$ cat src/hdl/octa_pkg.sv
`default_nettype none

package octa_pkg;

  // Fixed field widths
  localparam int InW    = 16;  // signed vector component
  localparam int MagW   = 16;  // magnitude, holds 32768
  localparam int AngleW = 10;  // angle result field

  // Angle reported for the zero vector
  localparam logic [AngleW-1:0] ZeroAngle = 10'd512;

  // Value held in the last arctangent entry (equal magnitudes)
  localparam int RomEndValue = 128;

  // Octant info carried along the divider row
  typedef struct packed {
    logic zero;     // both components are zero
    logic x_neg;
    logic y_neg;
    logic x_major;  // |x| > |y|
  } octa_side_t;

endpackage

`default_nettype wire

$ cat src/hdl/octa_div_cell.sv
`default_nettype none

// One restoring-division step: decides quotient bit Shift.
module octa_div_cell import octa_pkg::*; #(
  parameter int RemW  = 27,
  parameter int DivW  = 16,
  parameter int QuoW  = 11,
  parameter int Shift = 0
) (
  input  logic             clk_i,
  input  logic             rst_ni,
  input  logic             en_i,
  input  logic             valid_i,
  input  logic [RemW-1:0]  rem_i,
  input  logic [DivW-1:0]  div_i,
  input  logic [QuoW-1:0]  quo_i,
  input  octa_side_t       side_i,
  output logic             valid_o,
  output logic [RemW-1:0]  rem_o,
  output logic [DivW-1:0]  div_o,
  output logic [QuoW-1:0]  quo_o,
  output octa_side_t       side_o
);

  logic [RemW-1:0] dsh;
  logic            ge;
  logic [RemW-1:0] rem_d;
  logic [QuoW-1:0] quo_d;
  logic            valid_q;
  logic [RemW-1:0] rem_q;
  logic [DivW-1:0] div_q;
  logic [QuoW-1:0] quo_q;
  octa_side_t      side_q;

  // Trial subtract of the shifted divisor
  always_comb begin
    dsh   = RemW'(div_i) << Shift;
    ge    = (rem_i >= dsh);
    rem_d = ge ? (rem_i - dsh) : rem_i;
    quo_d = quo_i;
    quo_d[Shift] = ge;
  end

  always_ff @(posedge clk_i or negedge rst_ni) begin
    if (!rst_ni) begin
      valid_q <= 1'b0;
    end else if (en_i) begin
      valid_q <= valid_i;
    end
  end

  always_ff @(posedge clk_i) begin
    if (en_i) begin
      rem_q  <= rem_d;
      div_q  <= div_i;
      quo_q  <= quo_d;
      side_q <= side_i;
    end
  end

  assign valid_o = valid_q;
  assign rem_o   = rem_q;
  assign div_o   = div_q;
  assign quo_o   = quo_q;
  assign side_o  = side_q;

endmodule

`default_nettype wire

$ cat config.mk
export PLATFORM = sky130hd
export DESIGN_NAME = octa_div_cell
export DESIGN_NICKNAME = d
export VERILOG_FILES = /design/src/hdl/octa_pkg.sv /design/src/hdl/octa_div_cell.sv
export SDC_FILE = /design/constraint.sdc
export NUM_CORES = 1
export LEC_CHECK = 0
export BUFFER_PORTS_ARGS = -buffer_cell sky130_fd_sc_hd__buf_2
export CAP_MARGIN = 30
export CORE_UTILIZATION = 49
export DETAILED_ROUTE_END_ITERATION = 6
export PLACE_DENSITY = 0.86
export REMOVE_ABC_BUFFERS = 1
export SYNTH_ARGS = -nofsm -noshare
export SYNTH_HDL_FRONTEND = slang
export SYNTH_SLANG_ARGS = --single-unit
$ cat constraint.sdc
create_clock -name clk_i -period 0.83 [get_ports clk_i]
set_input_delay 0.083 -clock clk_i [delete_from_list [all_inputs] [get_ports clk_i]]
set_output_delay 0.083 -clock clk_i [all_outputs]
set_load 0.01 [all_outputs]
# == Word level (Yosys, flattened, before mapping) ==
# Index checks and enable logic that the tools add are counted.
# op_classes
n_addsub,1
magnitude_cmp,1
muxes,1
# op_table
operator,n
$ge A27 B16 Y1,1
$mux W27,1
$sub A27 B16 Y27,1
# word_totals
regBits,59
in_bits,62
out_inout_bits,59
word_cells,11

# == Depth between registers and ports, before layout ==
# Gate-level depths: netlist of run 1.
# logic_depth
ltp_word,2
mapped_depth,11
depth_no_buf,11

# == Least setup slack after synthesis of run 1 ==
# OpenSTA, ideal clock, no wires.
# synth_path
path_kind,input -> register
startpoint,in rem_i[20]
endpoint,"reg rem_q[1], in the netlist rem_o[1] (data pin)"
setup_time_ns,0.260
t_arrival_ns,2.252
required_ns,0.570
setup_slack_ns,-1.682
cell_stages,7
n_path_buf,1
cell_sequence,or3_4 or4_4 or3_4 a2111oi_4 o311a_2 buf_6 mux2_2
# synth_via
elab_chain_cells,2
# synth_rtl
item,line_no,rtl
from (decl),octa_div_cell.sv:14,"input logic [RemW-1:0] rem_i,"
$ge A27 B16 Y1,octa_div_cell.sv:38,ge = (rem_i >= dsh);
$mux W27,octa_div_cell.sv:39,rem_d = ge ? (rem_i - dsh) : rem_i;
named net rem_d[1],octa_div_cell.sv:27,logic [RemW-1:0] rem_d;
to (signal assigned),octa_div_cell.sv:54,rem_q <= rem_d;
to (decl),octa_div_cell.sv:30,logic [RemW-1:0] rem_q;
# The timed path passes the listed nets, and every way through them passes these cells.
# A chain may end at the register's enable or synchronous reset.

# == Final worst setup path of run 1 ==
# layout_path
startpoint,in rem_i[20]
endpoint,"reg rem_q[8], in the netlist rem_o[8] (data pin)"
# Same word-level chain as after synthesis.

==> flow_metrics.py, run 1 <==
metrics = {
    "power_and_ir_drop": {
        "p_leak_nw": 2.342,
        "peakVddDrop_uv": 1429,
        "p_per_area_nw_per_um2": 1815,
    },
    "routing": {
        "drc_errors": 0,
        "vias": 3753,
        "vias_per_cell": 6.437,
        "ant_nets": 0,
        "dr.pass1.iters": 5,
        "drtIter0Drc": 596,
        "routed_wl_um": 15060,
        "wl_per_cell_um": 25.83,
    },
    "global_route": {
        "grt_busiest_layer": "met2",
        "grt_max_degree": 23,
        "groute.layer.met3.usage_pct": 10.11,
        "grt_use_total_pct": 36.02,
        "overflow": 0,
        "grt_pass1_wl_um": 17330,
        "met1_usage_pct": 40.17,
        "grt_antenna_before_repair": 0,
        "grtUsageMet2_pct": 58.43,
        "grt_pass1_vias": 3411,
    },
    "yosys": {
        "avgSynthCellArea_um2": 11.66,
        "ys_types": 43,
        "synth-async-reset-ratio_pct": 1.695,
        "ys_warn_count": 0,
        "synth_area_um2": 3125,
        "ys_top_cells_by_area": "edfxtp_1 (56%), ha_1 (6.4%), o21ai_0 (3.7%)",
        "ys_seq_area_share_pct": 56.53,
        "synth_top_area_share_pct": 55.72,
        "synthFlopType": "edfxtp_1",
        "synth-edff-count": 58,
        "postSynthCellCount": 268,
        "synth_area_leader_cell": "edfxtp_1",
        "ys_seq_elements": 59,
    },
    "placed_design": {
        "port-buffer-count": 119,
        "dp.cells": 527,
        "place_area_um2": 4345,
        "hpwl_um": 6521,
        "pre_cts_slack_ps": -1920,
        "place.gp.congestion": 0.8342,
    },
    "status": {
        "outcome": "finished with violations",
        "violations": "negative setup slack",
    },
    "sta": {
        "period_share_pct": 295.6,
        "worst_slack_ps": -1624,
        "fin_setup_tns_ps": -51730,
        "worst_slew_pin_slew_ps": 550.4,
        "max_freq_mhz": 407.6,
        "fin_crit_ps": 2454,
        "slew_headroom_pct": 63.11,
        "slew_violations": 0,
        "finalSetupViolCount": 87,
        "rsz0062_at_grt": "true",
        "finalClockSkew_ps": 0,
        "final_hold_viol_count": 0,
    },
    "critical_path": {
        "cp_data_arrival_time_ps": 2630,
        "crit_path_start_kind": "input pin",
        "crit_path_end_kind": "flip-flop",
        "required_ps": 1000,
        "path_class": "input pin to flip-flop",
        "rrSetupSlack_ps": 30,
        "cp_max_fo": 5,
        "crit_start": "rem_i[20]",
        "reg2reg_from": "valid_o",
        "reg2regPathDepth": 1,
        "crit_end": "rem_o[8]",
        "reg2reg_to": "valid_o",
    },
    "floorplan": {
        "fp.coreArea_um2": 6026,
        "die_area_um2": 6702,
        "ios": 121,
        "rows": 28,
        "initial_core_util_pct": 51.87,
        "die_h_um": 81.87,
        "die_w_um": 81.87,
    },
    "final_layout": {
        "final_cell_area_um2": 5293,
        "drive_above_1_share_pct": 52.56,
        "n_antenna_cell": 0,
        "area_delta_synth_final_pct": 69.34,
        "nets": 582,
        "fin_cells": 583,
        "fillers": 255,
    },
    "clock_tree": {
        "numCtsBuffers": 9,
        "cts_buffer_depth": 2,
        "cts_tree": "yes",
        "clkLatencyLatePin_ps": 360,
        "cts-root-buf": "clkbuf_8",
        "h-tree-depth": 3,
        "path_clk_slew_ps": 100,
        "clkSinkCount": 59,
    },
    "flow_run": {
        "cap_violations": 0,
    },
    "hold_path": {
        "hold_class": "input pin to async pin",
    },
}
-- cells by family after synthesis --
| family | count (synthesis) | synth area share [%] |
|---|---|---|
| AND/OR/NAND/NOR | 72 | 11.77 |
| adder cells (fa/ha/maj) | 17 | 7.046 |
| multiplexers | 2 | 0.7205 |
| XOR/XNOR | 23 | 6.445 |
| buffers and inverters | 33 | 4.724 |
| AO/OA/AOI/OAI | 62 | 12.77 |
| flip-flops | 59 | 56.53 |
-- sequential cells by signal, summed over array words and instances (netlist names) --
| signal | cells |
|---|---|
| div_o | 16 |
| quo_o | 11 |
| rem_o | 27 |
| side_o | 4 |
| valid_o | 1 |
-- final cells by class --
cell class	instances	area [µm²]	area share, %
clock buffers	9	123.9	2.340
inverters	22	82.58	1.560
multi-input cells	176	1434	27.09
repair buffers	235	1692	31.96
clock inverters	7	100.1	1.891
flip-flops and latches	59	1767	33.38
well taps	75	93.84	1.773
-- per-layer routing --
| metal | wire length [µm] | share of wire [%] | vias to the layer above |
|---|---|---|---|
| li1 | - | - | 1469 |
| met1 | 5094 | 34 | 1731 |
| met2 | 6622 | 44 | 401 |
| met3 | 1924 | 13 | 152 |
| met4 | 1416 | 9.4 | 0 |
| met5 | 0 | 0 | - |
-- report_power, final --
part	internal, mW	switching, mW	leakage (nW)
logic	1.20	1.40	1.65
clock network	1.72	1.49	0.114
registers	3.65	0.147	0.580
total	6.57	3.03	2.34
-- critical path, cell delays in order --
cell       delay [ps]
buf_8             100
or3_4             390
or4_4             440
or3_4             370
a2111oi_4         350
o311a_4           340
buf_12            130
buf_6             110
clkbuf_16         140
nand2_2            40
o21ai_1           110
-- layout by cell type, fill, tap and decap left out, types with 3 or more instances in the layout --
master,instances
buf_4,78
buf_8,5
o21ai_2,10
nand3_1,3
nand4_1,4
nand2_2,5
clkbuf_8,9
xor2_1,12
inv_1,21
edfxtp_1,58
nor2_1,8
a21o_1,5
buf_6,8
o21ai_1,3
nor3_2,3
o21a_1,3
xnor2_1,10
o21ai_0,10
or3_1,4
nor4_2,4
ha_1,14
dlygate4sd3_1,30
a21oi_1,12
nor3_1,5
buf_2,110
nand2_1,22
-- timing repair --
action	in CTS	in global routing
setup endpoints to repair	87	87
hold endpoints to repair	30	0
pin swaps	6	9
hold buffers	30	0
buffers inserted	6	4
gates resized for setup	23	53
cloned	0	2
-- Yosys cell counts (2+ instances only) --
| master | number |
|---|---|
| or4_1 | 2 |
| or2_2 | 2 |
| ha_1 | 16 |
| xor2_1 | 13 |
| a21o_1 | 5 |
| nand4_1 | 4 |
| clkbuf_1 | 7 |
| or3_1 | 4 |
| or3_4 | 2 |
| inv_1 | 22 |
| mux2_2 | 2 |
| nand2_1 | 28 |
| buf_6 | 3 |
| o21a_1 | 3 |
| a21oi_1 | 14 |
| nor2_1 | 8 |
| nor4_1 | 5 |
| xnor2_1 | 10 |
| nor2b_1 | 2 |
| o21ai_0 | 23 |
| nor3_1 | 8 |
| o31ai_1 | 3 |
| nand3_1 | 3 |
| edfxtp_1 | 58 |
| a211oi_1 | 2 |
| o211ai_1 | 2 |
-- per-stage QoR --
| step | total power, mW | hold WS (ps) | util, % |
|---|---|---|---|
| after floorplan | 4.634 | -212.6 | - |
| after global placement | 5.609 | -142.2 | 72.11 |
| after detailed placement | 5.687 | -140.5 | 72.11 |
| after CTS | 8.883 | 22.66 | 83.43 |
| after global routing | 9.842 | 29.80 | 87.83 |
| final | 9.604 | 21.78 | 87.83 |
-- how the worst min path moves through the flow --
| stage | endpoint | slack, ps | cells after the start |
|---|---|---|---|
| 4_1_cts | valid_o | 20 | 2 |
| 2_1_floorplan | valid_o | -210 | 0 |
| 3_3_place_gp | valid_o | -140 | 1 |
| 3_5_place_dp | valid_o | -140 | 1 |
| 5_1_grt | valid_o | 30 | 2 |
| 6_report | valid_o | 20 | 2 |
(Power assumes the default switching activity.)
==> inputs of run 2 (changes only) <==
CORE_UTILIZATION = 51   (was 49)
CTS_BUF_LIST = sky130_fd_sc_hd__clkbuf_2   (was not set)
PLACE_DENSITY = 0.89   (was 0.86)
==> run 2 against run 1 <==
Net effect:
- the run now fails in global routing (5_1_grt)
- synthesized cell count unchanged
- area after synthesis unchanged
==> flow_metrics.py, run 2 <==
metrics = {
    "sta": {
        "postGrtWorstEndpoint": "rem_o[1]$_DFFE_PP_/D",
        "worst-ep-kind": "sequential cell input",
    },
    "yosys": {
        "ys_seq_area_share_pct": 56.53,
        "ys_seq_elements": 59,
        "ys_warn_count": 0,
        "synthFlopType": "edfxtp_1",
        "synth-edff-count": 58,
        "postSynthCellCount": 268,
        "ys_top_cells_by_area": "edfxtp_1 (56%), ha_1 (6.4%), o21ai_0 (3.7%)",
        "synth_common_cells": "edfxtp_1 (58), nand2_1 (28), o21ai_0 (23)",
        "synth_area_leader_cell": "edfxtp_1",
        "synth_top_area_share_pct": 55.72,
        "synth_most_common_cell": "edfxtp_1",
        "synth_area_um2": 3125,
        "avgSynthCellArea_um2": 11.66,
        "synth-async-reset-ratio_pct": 1.695,
        "ys_types": 43,
    },
    "placed_design": {
        "hpwl_um": 5994,
        "pre_cts_slack_ps": -1868,
        "place.gp.congestion": 0.8594,
        "port-buffer-count": 119,
    },
    "floorplan": {
        "die_w_um": 80.29,
        "die_h_um": 80.29,
        "initial_core_util_pct": 52.79,
        "ios": 121,
        "rows": 28,
    },
    "global_route": {
        "grt_max_degree": 25,
        "grt_use_total_pct": 76.52,
        "overflow": 126,
    },
    "clock_tree": {
        "numCtsBuffers": 9,
        "clkSinkCount": 59,
        "h-tree-depth": 3,
        "cts_buffer_depth": 2,
        "cts-root-buf": "clkbuf_2",
    },
    "status": {
        "firstError": "[ERROR GRT-0232] Routing congestion too high. Check the congestion heatmap in the GUI.",
        "failing_step": "global routing (5_1_grt)",
        "outcome": "aborted with a tool error",
    },
}
==> run 2: cell counts after synthesis <==
No cell type changed its count.
==> run 2: cells by family after synthesis <==
group	synth area share (%)
adder cells (fa/ha/maj)	7.046
multiplexers	0.7205
XOR/XNOR	6.445
flip-flops	56.53
AO/OA/AOI/OAI	12.77
buffers and inverters	4.724
AND/OR/NAND/NOR	11.77
==> run 2: timing repair <==
| item | CTS |
|---|---|
| setup endpoints to repair | 87 |
| cloned | 1 |
| setup buffers | 8 |
| resized for setup | 22 |
| hold buffers | 60 |
| pin swaps | 10 |
| hold endpoints to repair | 58 |
==> run 2: metal layers <==
layer,overflow,GRT usage (%)
met2,77,99.91
met1,1,73.27
met5,0,0
met3,0,48.52
met4,48,94.64
==> run 2: stage by stage <==
step / util [%] / hold WS [ps] / std cells / cell area (µm²)
after detailed placement: 72.80 / -135.6 / 519 / 4310
after floorplan: - / -212.6 / 257 / 3060
after global placement: 72.80 / -142.3 / 519 / 4310
after CTS: 88.84 / 24.88 / 604 / 5260
==> inputs of run 3 (changes only) <==
CORE_UTILIZATION = 40   (was 51)
CTS_BUF_LIST = not set   (was sky130_fd_sc_hd__clkbuf_2)
PLACE_DENSITY = not set   (was 0.89)
PLACE_DENSITY_LB_ADDON = 0.15   (was not set)
==> run 3 against run 2 <==
Net effect:
- the flow now finishes, with violations (negative setup slack)
==> flow_metrics.py, run 3 (same netlist as run 1, synthesis figures left out) <==
metrics = {
    "critical_path": {
        "worst_path_largest_cell_delay_ps": 420,
        "critPathSlowestCell": "or4_4",
        "required_ps": 920,
        "rrSetupSlack_ps": 60,
        "crit_start": "rem_i[20]",
        "cp_data_arrival_time_ps": 2270,
        "crit_end": "rem_o[1]",
        "cp_max_fo": 3,
        "critPathTopFamily": "simple AND/OR/NAND/NOR gates",
        "crit_path_start_kind": "input pin",
        "reg2regPathDepth": 1,
        "reg2reg_from": "valid_o",
        "path_depth": 8,
        "cp_num_buf_inv": 2,
        "crit_chain": "buf_6, or3_4, or4_4, or3_4, a2111oi_4, o311a_4, buf_6, mux2_4",
        "reg2reg_to": "valid_o",
        "path_class": "input pin to flip-flop",
        "crit_path_end_kind": "flip-flop",
    },
    "routing": {
        "routed_wl_um": 8087,
        "wl_per_cell_um": 13.46,
        "dr.pass1.iters": 4,
        "vias": 2846,
        "drc_errors": 0,
        "ant_nets": 0,
        "drtIter0Drc": 107,
        "vias_per_cell": 4.735,
    },
    "floorplan": {
        "initial_core_util_pct": 42.19,
        "die_w_um": 90.40,
        "ios": 121,
        "fp.coreArea_um2": 7408,
        "die_h_um": 90.40,
        "rows": 31,
        "die_area_um2": 8171,
    },
    "final_layout": {
        "largest_reg_flops": 27,
        "final_cell_mix": "buf_2 (117), buf_4 (72), edfxtp_1 (58), dlygate4sd3_1 (31), nand2_1 (28)",
        "fillers": 575,
        "area_delta_synth_final_pct": 63.61,
        "nets": 576,
        "final_common_cell": "buf_2",
        "n_antenna_cell": 0,
        "final_cell_area_um2": 5114,
        "drive_above_1_share_pct": 48.80,
    },
    "sta": {
        "period_share_pct": 263.0,
        "final_hold_viol_count": 0,
        "rsz0062_at_grt": "true",
        "fin_crit_ps": 2183,
        "slew_headroom_pct": 72.69,
        "finalSetupViolCount": 87,
        "slew_violations": 0,
        "worst_slack_ps": -1353,
        "finalClockSkew_ps": 0,
        "max_freq_mhz": 458.2,
        "worst_slew_pin_slew_ps": 405.4,
    },
    "global_route": {
        "grt_antenna_before_repair": 0,
        "grt_use_total_pct": 21.00,
        "overflow": 0,
        "grt_max_degree": 25,
        "grt_pass1_wl_um": 13330,
        "grt_pass1_vias": 2945,
    },
    "clock_tree": {
        "h-tree-depth": 3,
        "cts_buffer_depth": 2,
        "clkLatencyLatePin_ps": 340,
        "cts_tree": "yes",
        "clkSinkCount": 59,
        "numCtsBuffers": 9,
        "cts-root-buf": "clkbuf_8",
        "path_clk_slew_ps": 70,
    },
    "placed_design": {
        "place_area_um2": 4385,
        "hpwl_um": 5821,
        "place.gp.congestion": 0.8270,
        "pre_cts_slack_ps": -1860,
        "port-buffer-count": 119,
    },
    "hold_path": {
        "hold_class": "input pin to async pin",
    },
    "status": {
        "violations": "negative setup slack",
        "outcome": "finished with violations",
    },
    "power_and_ir_drop": {
        "p_per_area_nw_per_um2": 1733,
        "peakVddDrop_uv": 977.7,
        "p_leak_nw": 2.261,
    },
    "flow_run": {
        "cap_violations": 0,
    },
}
run 3: worst min path at each step:
stage	start	to	slack, ps	cells past startpoint
floorplan	rst_ni	valid_o	-210	0
global placement	rst_ni	valid_o	-140	1
detailed placement	rst_ni	valid_o	-140	1
CTS	rst_ni	valid_o	20	2
global route	rst_ni	valid_o	30	2
finish	rst_ni	valid_o	40	2
run 3: per-stage QoR:
| step | utilization (%) | std cells | setup TNS [ps] | power, mW | hold slack (ps) |
|---|---|---|---|---|---|
| floorplan | - | 257 | -47530 | 4.634 | -212.6 |
| global placement | 59.20 | 549 | -48090 | 5.638 | -142.1 |
| detailed placement | 59.20 | 549 | -48880 | 5.658 | -140.1 |
| CTS | 68.00 | 597 | -42290 | 8.842 | 22.56 |
| global route | 69.03 | 601 | -44970 | 9.250 | 30.89 |
| finish | 69.03 | 601 | -41560 | 8.863 | 38.43 |
run 3: where the power goes:
group	leakage (nW)	internal, mW	switching [mW]
clock	0.114	1.71	1.24
sequential	0.580	3.65	0.0752
combinational	1.57	1.14	1.05
run 3: final cells by class:
cell class	count	area, µm²	area share [%]
tap	99	123.9	2.422
multi-input combinational	176	1344	26.28
clock inverter	7	100.1	1.957
timing repair buffer	229	1573	30.76
sequential	59	1767	34.55
inverter	22	82.58	1.615
clock buffer	9	123.9	2.422
run 3: timing repair:
action / 4_1_cts / 5_1_grt
resized for setup: 20 / 22
pin swaps: 7 / 5
setup buffers: 2 / 4
endpoints found under the hold margin: 31 / 0
hold buffers: 31 / 0
endpoints found under the setup margin: 87 / 87
run 3: layer usage:
layer	share of wire, %	up-vias	track usage (%)
met3	4.3	14	4.040
met5	0	-	0
met4	2.0	0	10.08
met2	48	90	35.75
met1	45	1298	25.53
li1	-	1444	-
